File: src/oas_pkg.sv
package oas_pkg;

  // speed or |perp| below 0.01: raw Q32.32 sum of squares below this
  localparam logic [63:0] SLOW_SQ       = 64'd429497;
  localparam logic [30:0] MAX_SPEED_RST = 31'd65536;

  typedef enum logic [5:0] {
    OP_NONE,
    OP_LOAD,
    OP_VMX,
    OP_VMY,
    OP_VSUM,
    OP_SQ_START,
    OP_SQ_WAIT,
    OP_UX_START,
    OP_UX_WAIT,
    OP_UY_START,
    OP_UY_WAIT,
    OP_DIFF,
    OP_DOTX,
    OP_DOTY,
    OP_DOTSUM,
    OP_PROJ,
    OP_PMX,
    OP_PERPX,
    OP_PERPY,
    OP_SQX,
    OP_SQY,
    OP_SQLIM,
    OP_KEEP,
    OP_DIRB,
    OP_DIRV,
    OP_DMX,
    OP_DMY,
    OP_DSUM,
    OP_FMX,
    OP_FX_START,
    OP_FX_WAIT,
    OP_FMY,
    OP_FY_START,
    OP_FY_WAIT,
    OP_EMIT
  } dp_op_t;

  typedef enum logic [5:0] {
    ST_IDLE,
    ST_VMX,
    ST_VMY,
    ST_VSUM,
    ST_VCHK,
    ST_VSQS,
    ST_VSQW,
    ST_UXS,
    ST_UXW,
    ST_UYS,
    ST_UYW,
    ST_OBS,
    ST_DIFF,
    ST_DOTX,
    ST_DOTY,
    ST_DOTSUM,
    ST_PROJ,
    ST_PMX,
    ST_PERPX,
    ST_PERPY,
    ST_BOXCHK,
    ST_SQX,
    ST_SQY,
    ST_SQLIM,
    ST_KEEP,
    ST_TAIL,
    ST_DIRB,
    ST_DIRV,
    ST_DMX,
    ST_DMY,
    ST_DSUM,
    ST_DCHK,
    ST_FSQS,
    ST_FSQW,
    ST_PMCHK,
    ST_FMX,
    ST_FXS,
    ST_FXW,
    ST_FMY,
    ST_FYS,
    ST_FYW,
    ST_EMIT0,
    ST_EMIT1
  } ctrl_state_t;

  typedef struct packed {
    dp_op_t op;
    logic   first;
    logic   computed;
  } dp_cmd_t;

  typedef struct packed {
    logic too_slow;
    logic found;
    logic dot_skip;
    logic box_skip;
    logic psq_small;
    logic pm_zero;
    logic unit_done;
    logic out_free;
  } dp_stat_t;

  function automatic logic signed [31:0] sat32(input logic signed [65:0] v);
    logic signed [31:0] r;
    if (v > 66'sh0_7FFF_FFFF) r = 32'sh7FFF_FFFF;
    else if (v < -66'sh0_8000_0000) r = -32'sh8000_0000;
    else r = v[31:0];
    return r;
  endfunction

endpackage

File: src/oas_ctrl.sv
module oas_ctrl
  import oas_pkg::*;
(
  input  logic     clk,
  input  logic     rst_n,
  input  logic     in_valid,
  input  logic     in_has_obstacle,
  input  logic     in_last_obstacle,
  output logic     in_stall,
  input  dp_stat_t stat,
  output dp_cmd_t  cmd
);

  ctrl_state_t state_r, state_nxt;
  logic in_query_r, in_query_nxt;
  logic has_r, has_nxt;
  logic last_r, last_nxt;

  always_ff @(posedge clk) begin
    if (!rst_n) begin
      state_r    <= ST_IDLE;
      in_query_r <= 1'b0;
      has_r      <= 1'b0;
      last_r     <= 1'b0;
    end else begin
      state_r    <= state_nxt;
      in_query_r <= in_query_nxt;
      has_r      <= has_nxt;
      last_r     <= last_nxt;
    end
  end

  always_comb begin
    state_nxt    = state_r;
    in_query_nxt = in_query_r;
    has_nxt      = has_r;
    last_nxt     = last_r;
    cmd.op       = OP_NONE;
    cmd.first    = 1'b0;
    cmd.computed = 1'b0;
    in_stall     = (state_r != ST_IDLE);
    unique case (state_r)
      ST_IDLE: if (in_valid) begin
        cmd.op       = OP_LOAD;
        cmd.first    = !in_query_r;
        has_nxt      = in_has_obstacle;
        last_nxt     = in_last_obstacle;
        in_query_nxt = 1'b1;
        state_nxt    = in_query_r ? ST_OBS : ST_VMX;
      end
      ST_VMX:  begin cmd.op = OP_VMX;  state_nxt = ST_VMY; end
      ST_VMY:  begin cmd.op = OP_VMY;  state_nxt = ST_VSUM; end
      ST_VSUM: begin cmd.op = OP_VSUM; state_nxt = ST_VCHK; end
      ST_VCHK: state_nxt = stat.too_slow ? ST_OBS : ST_VSQS;
      ST_VSQS: begin cmd.op = OP_SQ_START; state_nxt = ST_VSQW; end
      ST_VSQW: begin
        cmd.op = OP_SQ_WAIT;
        if (stat.unit_done) state_nxt = ST_UXS;
      end
      ST_UXS: begin cmd.op = OP_UX_START; state_nxt = ST_UXW; end
      ST_UXW: begin
        cmd.op = OP_UX_WAIT;
        if (stat.unit_done) state_nxt = ST_UYS;
      end
      ST_UYS: begin cmd.op = OP_UY_START; state_nxt = ST_UYW; end
      ST_UYW: begin
        cmd.op = OP_UY_WAIT;
        if (stat.unit_done) state_nxt = ST_OBS;
      end
      ST_OBS:    state_nxt = (has_r && !stat.too_slow) ? ST_DIFF : ST_TAIL;
      ST_DIFF:   begin cmd.op = OP_DIFF;   state_nxt = ST_DOTX; end
      ST_DOTX:   begin cmd.op = OP_DOTX;   state_nxt = ST_DOTY; end
      ST_DOTY:   begin cmd.op = OP_DOTY;   state_nxt = ST_DOTSUM; end
      ST_DOTSUM: begin cmd.op = OP_DOTSUM; state_nxt = ST_PROJ; end
      ST_PROJ: begin
        cmd.op    = OP_PROJ;
        state_nxt = stat.dot_skip ? ST_TAIL : ST_PMX;
      end
      ST_PMX:    begin cmd.op = OP_PMX;   state_nxt = ST_PERPX; end
      ST_PERPX:  begin cmd.op = OP_PERPX; state_nxt = ST_PERPY; end
      ST_PERPY:  begin cmd.op = OP_PERPY; state_nxt = ST_BOXCHK; end
      ST_BOXCHK: state_nxt = stat.box_skip ? ST_TAIL : ST_SQX;
      ST_SQX:    begin cmd.op = OP_SQX;   state_nxt = ST_SQY; end
      ST_SQY:    begin cmd.op = OP_SQY;   state_nxt = ST_SQLIM; end
      ST_SQLIM:  begin cmd.op = OP_SQLIM; state_nxt = ST_KEEP; end
      ST_KEEP:   begin cmd.op = OP_KEEP;  state_nxt = ST_TAIL; end
      ST_TAIL: begin
        if (!last_r) begin
          state_nxt = ST_IDLE;
        end else begin
          in_query_nxt = 1'b0;
          state_nxt    = (!stat.too_slow && stat.found) ? ST_DIRB : ST_EMIT0;
        end
      end
      ST_DIRB: begin cmd.op = OP_DIRB; state_nxt = ST_DMX; end
      ST_DIRV: begin cmd.op = OP_DIRV; state_nxt = ST_DMX; end
      ST_DMX:  begin cmd.op = OP_DMX;  state_nxt = ST_DMY; end
      ST_DMY:  begin cmd.op = OP_DMY;  state_nxt = ST_DSUM; end
      ST_DSUM: begin cmd.op = OP_DSUM; state_nxt = ST_DCHK; end
      ST_DCHK: state_nxt = stat.psq_small ? ST_DIRV : ST_FSQS;
      ST_FSQS: begin cmd.op = OP_SQ_START; state_nxt = ST_FSQW; end
      ST_FSQW: begin
        cmd.op = OP_SQ_WAIT;
        if (stat.unit_done) state_nxt = ST_PMCHK;
      end
      ST_PMCHK: state_nxt = stat.pm_zero ? ST_EMIT0 : ST_FMX;
      ST_FMX: begin cmd.op = OP_FMX; state_nxt = ST_FXS; end
      ST_FXS: begin cmd.op = OP_FX_START; state_nxt = ST_FXW; end
      ST_FXW: begin
        cmd.op = OP_FX_WAIT;
        if (stat.unit_done) state_nxt = ST_FMY;
      end
      ST_FMY: begin cmd.op = OP_FMY; state_nxt = ST_FYS; end
      ST_FYS: begin cmd.op = OP_FY_START; state_nxt = ST_FYW; end
      ST_FYW: begin
        cmd.op = OP_FY_WAIT;
        if (stat.unit_done) state_nxt = ST_EMIT1;
      end
      ST_EMIT0: begin
        cmd.op = OP_EMIT;
        if (stat.out_free) state_nxt = ST_IDLE;
      end
      ST_EMIT1: begin
        cmd.op       = OP_EMIT;
        cmd.computed = 1'b1;
        if (stat.out_free) state_nxt = ST_IDLE;
      end
      default: state_nxt = ST_IDLE;
    endcase
  end

endmodule

File: config.mk
export PLATFORM = sky130hd
export DESIGN_NAME = oas_ctrl
export DESIGN_NICKNAME = d
export VERILOG_FILES = /design/src/oas_pkg.sv /design/src/oas_ctrl.sv
export SDC_FILE = /design/constraint.sdc
export NUM_CORES = 1
export LEC_CHECK = 0
export CORE_MARGIN = 1
export CORE_UTILIZATION = 42
export CTS_CLUSTER_SIZE = 25
export DETAILED_ROUTE_END_ITERATION = 8
export DONT_BUFFER_PORTS = 1
export PLACE_DENSITY = 0.68
export SYNTH_ARGS = -nofsm -noshare
export SYNTH_HDL_FRONTEND = slang
export SYNTH_SLANG_ARGS = --single-unit
File: constraint.sdc
create_clock -name clk -period 1.6 [get_ports clk]
set_clock_uncertainty 0.2 [all_clocks]
set_input_delay 0.16 -clock clk [delete_from_list [all_inputs] [get_ports clk]]
set_output_delay 0.16 -clock clk [all_outputs]
set_load 0.05 [all_outputs]
==> reports/qor.yml, run 1 <==
placement:
  gp_congestion: 1.03
  hpwlAfterDp_um: 4270
  port_buffers: 0
clock_network:
  cts_buffers: 3
  htreeDepth: 1
  cts_buffer_depth: 2
  clkSinkCount: 9
  cts_root_buf: "clkbuf_4"
synth:
  ys_ff_latch: 9
  synth_async_sr_flop_share_pct: 0
  synthAdderAreaFrac_pct: 0
  synthMuxAreaShare_pct: 5.09
  synth_area_per_cell_um2: 7.13
  syn-cell-area_um2: 1430
  synth_top_family_by_area: "simple AND/OR/NAND/NOR gates"
  synth_seq_area_share_pct: 12.6
  synth-simple-area-share_pct: 36.0
  synthesis.nets: 213
  synth_cells: 200
  synthTopCellsByArea: "dfxtp_1 13%, nor2b_1 5.3%, nand2b_1 4.8%, a21oi_1 4.6%, nand3_1 4.6%"
  synth-xor-area-share_pct: 0.615
  synth_flop_cell: "dfxtp_1"
  synth.distinct_cells: 55
  netlist.area_leader.share_pct: 12.6
  synth_compound_area_share_pct: 34.6
  synth_top_area_cell: "dfxtp_1"
  synth_edf_count: 0
  yosys_warnings: 0
die:
  start_util_pct: 45.6
  fp.dieH_um: 60.3
  rows: 20
  ios: 22
  die_width_um: 60.3
run_status:
  status: "did not finish"
  haltStage: "global routing"
  firstError: "[ERROR GRT-0232] Routing congestion too high. Check the congestion heatmap in the GUI."
timing:
  crit_endpoint: "cmd[5]"
  endpoint_type: "primary output"
global_routing:
  globalRouteTotalUtil_pct: 67.1
  grt_start_max_net_pins: 11
  overflow: 1
## repair_timing
| item | in CTS |
|---|---|
| hold endpoints to repair | 9 |
| buffers inserted | 20 |
| gates resized for setup | 69 |
| hold buffers | 3 |
| cloned | 1 |
| setup endpoints to repair | 18 |
| pin swaps | 20 |
## logic make-up after synthesis
| group | after synthesis |
|---|---|
| AOI/OAI and AO/OA | 66 |
| muxes | 7 |
| buffers and inverters | 24 |
| DFF | 9 |
| xor gates and xnor gates | 1 |
| and+or+nand+nor | 93 |
## layer usage
layer / GRT overflow / global-route usage, %
met1: 0 / 69.6
met2: 1 / 86.7
met3: 0 / 44.4
met4: 0 / 65.8
met5: 0 / 9.52
## synthesized netlist by cell type, types with 3 or more instances
master,n
a21oi_1,13
a31oi_1,4
buf_2,11
buf_4,4
buf_6,3
dfxtp_1,9
inv_1,5
mux2i_1,5
nand2_1,16
nand2b_1,11
nand3_1,13
nand4_1,6
nor2_1,13
nor2b_1,12
nor3_1,6
nor3b_1,3
o211ai_1,3
o21ai_0,10
o21ai_1,3
o22a_1,3
o22ai_1,3
## stage by stage
step	cells	setup slack, ns	area (µm²)	setup TNS (ns)
after detailed placement	303	-0.311	2130	-3.26
after global placement	303	-0.329	2130	-3.17
after floorplan	200	-0.158	1600	-0.741
after CTS	331	-0.460	2640	-5.03
==> inputs of run 2 (changes only) <==
- CORE_UTILIZATION: 42 -> 27
- CTS_CLUSTER_SIZE: 25 -> unset
- PLACE_DENSITY: 0.68 -> unset
- PLACE_DENSITY_LB_ADDON: unset -> 0.15
- clock period: 1.6 -> 2.08 ns (I/O delays scaled with it)
==> reports/qor.yml, run 2 <==
synth:
  synth_edf_count: 0
  netlist.area_leader.share_pct: 12.6
  synthTopCellsByArea: "dfxtp_1 13%, nor2b_1 5.3%, nand2b_1 4.8%, a21oi_1 4.6%, nand3_1 4.6%"
  synth.distinct_cells: 55
  synthesis.nets: 213
  synth_cells: 200
  synth_top_area_cell: "dfxtp_1"
  yosys_warnings: 0
  yosysMostFrequentCell: "nand2_1"
  synth_flop_cell: "dfxtp_1"
  syn-cell-area_um2: 1430
  synth_seq_area_share_pct: 12.6
  ys_ff_latch: 9
  synth_async_sr_flop_share_pct: 0
  synth_top_cells_by_count: "16 x nand2_1, 13 x a21oi_1, 13 x nand3_1, 13 x nor2_1, 12 x nor2b_1"
  synth_area_per_cell_um2: 7.13
min_path:
  hp-class: "primary input to flip-flop"
  hp-start: "rst_n"
layout:
  area_growth_pct: 62.4
  final_net_count: 287
  final_common_cell: "buf_4"
  top_register: "state_r"
  num_antenna_cells: 0
  final_cells: 343
  layout_common_cells: "71 x buf_4, 16 x nand2_1, 12 x nand3_1, 12 x a21oi_1"
  final_area_um2: 2310
  largest_register_ffs: 6
  drive_gt1_share_pct: 46.9
  post-route-util_pct: 45.3
pwr:
  clockPowerShare_pct: 7.9
  finalPower_mw: 2.65
  power.density_nw_per_um2: 1150
  p_seq_share_pct: 12.7
  combPwrFrac_pct: 79.5
  switching_power_mw: 1.27
  internal_power_mw: 1.38
  leakage_nw: 0.941
  ir_drop_mv: 0.866
  p_sw_share_pct: 47.9
timing:
  fin_setup_tns_ns: 0
  hold_viol: 0
  fmax_ghz: 0.482
  period_needed_ns: 2.07
  min_period_over_period_pct: 99.8
  setup_viol: 0
  drv_slew: 0
  rsz0062_at_grt: "true"
  relSlewSlack_pct: 76.1
  setup_slack_ns: 0.00509
  worst_pin_slew_ns: 0.355
  whs_ns: 0.0441
routing:
  vias_per_cell: 5.59
  drt_iter0_markers: 115
  drtAntennaViolNets: 0
  first_pass_iters: 4
  routed_wl_um: 5950
  drcViolationCount: 0
  routedWlPerCell_um: 17.3
  num_vias: 1918
setup_path:
  critPathLaunch: "state_r[5]"
  max_stage_delay_ns: 0.38
  crit_required_ns: 1.67
  crit_path_end: "cmd[3]"
  crit_path_start_kind: "flip-flop"
  cp.arrival_ns: 1.67
  critical_path_class: "flip-flop to output pin"
  r2r-end: "state_r[3]"
  crit_chain: "buf_6, nor2b_2, o211ai_1, a21oi_1, nor3_1, a21o_1, buf_12"
  reg2reg_setup_slack_ns: 0.10
  cp-end-kind: "output pin"
  crit_slowest_cell: "dfxtp_4"
  r2r_start: "state_r[3]"
  worstPathMaxFanout: 6
  reg2reg_depth: 7
clock_network:
  cts_buffer_depth: 2
  clock_latency_ns: 0.24
  clkSinkCount: 9
  htreeDepth: 1
  cts_buffers: 3
  cts_root_buf: "clkbuf_8"
  cts_tree: "built"
  clk_pin_slew_ns: 0.05
placement:
  gp_congestion: 0.975
  hpwlAfterDp_um: 4270
  place_area_um2: 1990
  dp.cells: 325
  port_buffers: 0
  dp_slack_ns: -0.0748
die:
  start_util_pct: 27.9
  die_width_um: 74.7
  core_um2: 5110
  dieArea_um2: 5570
  fp.dieH_um: 74.7
  ios: 22
  rows: 26
flow_run:
  cap_violations: 0
global_routing:
  grt_start_max_net_pins: 15
  antenna_found_initial: 0
  grt_pass1_vias: 1750
  globalRouteTotalUtil_pct: 21.9
  overflow: 0
  grt_pass1_wl_um: 9140
run_status:
  status: "finished clean"
[run 2: cell counts after synthesis]
Identical to the previous run, type by type.
[run 2: worst min path at each step]
stage | slack, ns | depth (start not counted) | end
after floorplan | 0.12 | 2 | in_query_r
after global placement | 0.13 | 2 | in_query_r
after detailed placement | 0.13 | 2 | in_query_r
after CTS | 0.04 | 3 | state_r[0]
after global routing | 0.06 | 3 | state_r[1]
final | 0.04 | 3 | state_r[1]
[run 2: final cells by class]
cell class	count	area (µm²)
Fill cell	513	2790
Multi-Input combinational cell	167	1190
Timing Repair Buffer	88	764
Sequential cell	9	203
Tap cell	70	87.6
Clock buffer	3	41.3
Inverter	5	21.3
Clock inverter	1	5.00
[run 2: layer usage]
layer | part of all wire [%] | vias up | GRT usage (%) | routed length [µm]
li1 | - | 913 | - | -
met1 | 45 | 917 | 31.2 | 2650
met2 | 46 | 76 | 33.7 | 2760
met3 | 6.4 | 12 | 3.48 | 379
met4 | 2.6 | 0 | 6.50 | 157
met5 | 0 | - | 0 | 0
[run 2: what timing repair did]
action,4_1_cts,5_1_grt
setup buffers,4,10
hold endpoints to repair,6,0
setup endpoints to repair,14,8
pin swaps,2,4
hold buffers,3,0
gates resized for setup,20,28
[run 2: cells by family after synthesis]
kind of cell | synth area share, %
XOR/XNOR | 0.615
AND/OR/NAND/NOR | 36.0
flip-flops | 12.6
multiplexers | 5.09
buffers and inverters | 11.1
AO/OA/AOI/OAI | 34.6
[run 2: power by group through the flow]
stage               Sequential, mW  Clock [mW]  Combinational (mW)
CTS                          0.333       0.211                1.96
global placement             0.331           0                1.89
detailed placement           0.335           0                1.87
floorplan                    0.247           0                1.22
finish                       0.336       0.209                2.11
global route                 0.345       0.226                2.25
[run 2: critical path: cells and delay by family (launching register included)]
family / cells / cell delay (ns)
flip-flops: 1 / 0.38
AND/OR/NAND/NOR: 2 / 0.28
buffers and inverters: 2 / 0.30
AO/OA/AOI/OAI: 3 / 0.47
Note: power is estimated with default switching activity, not from simulation.
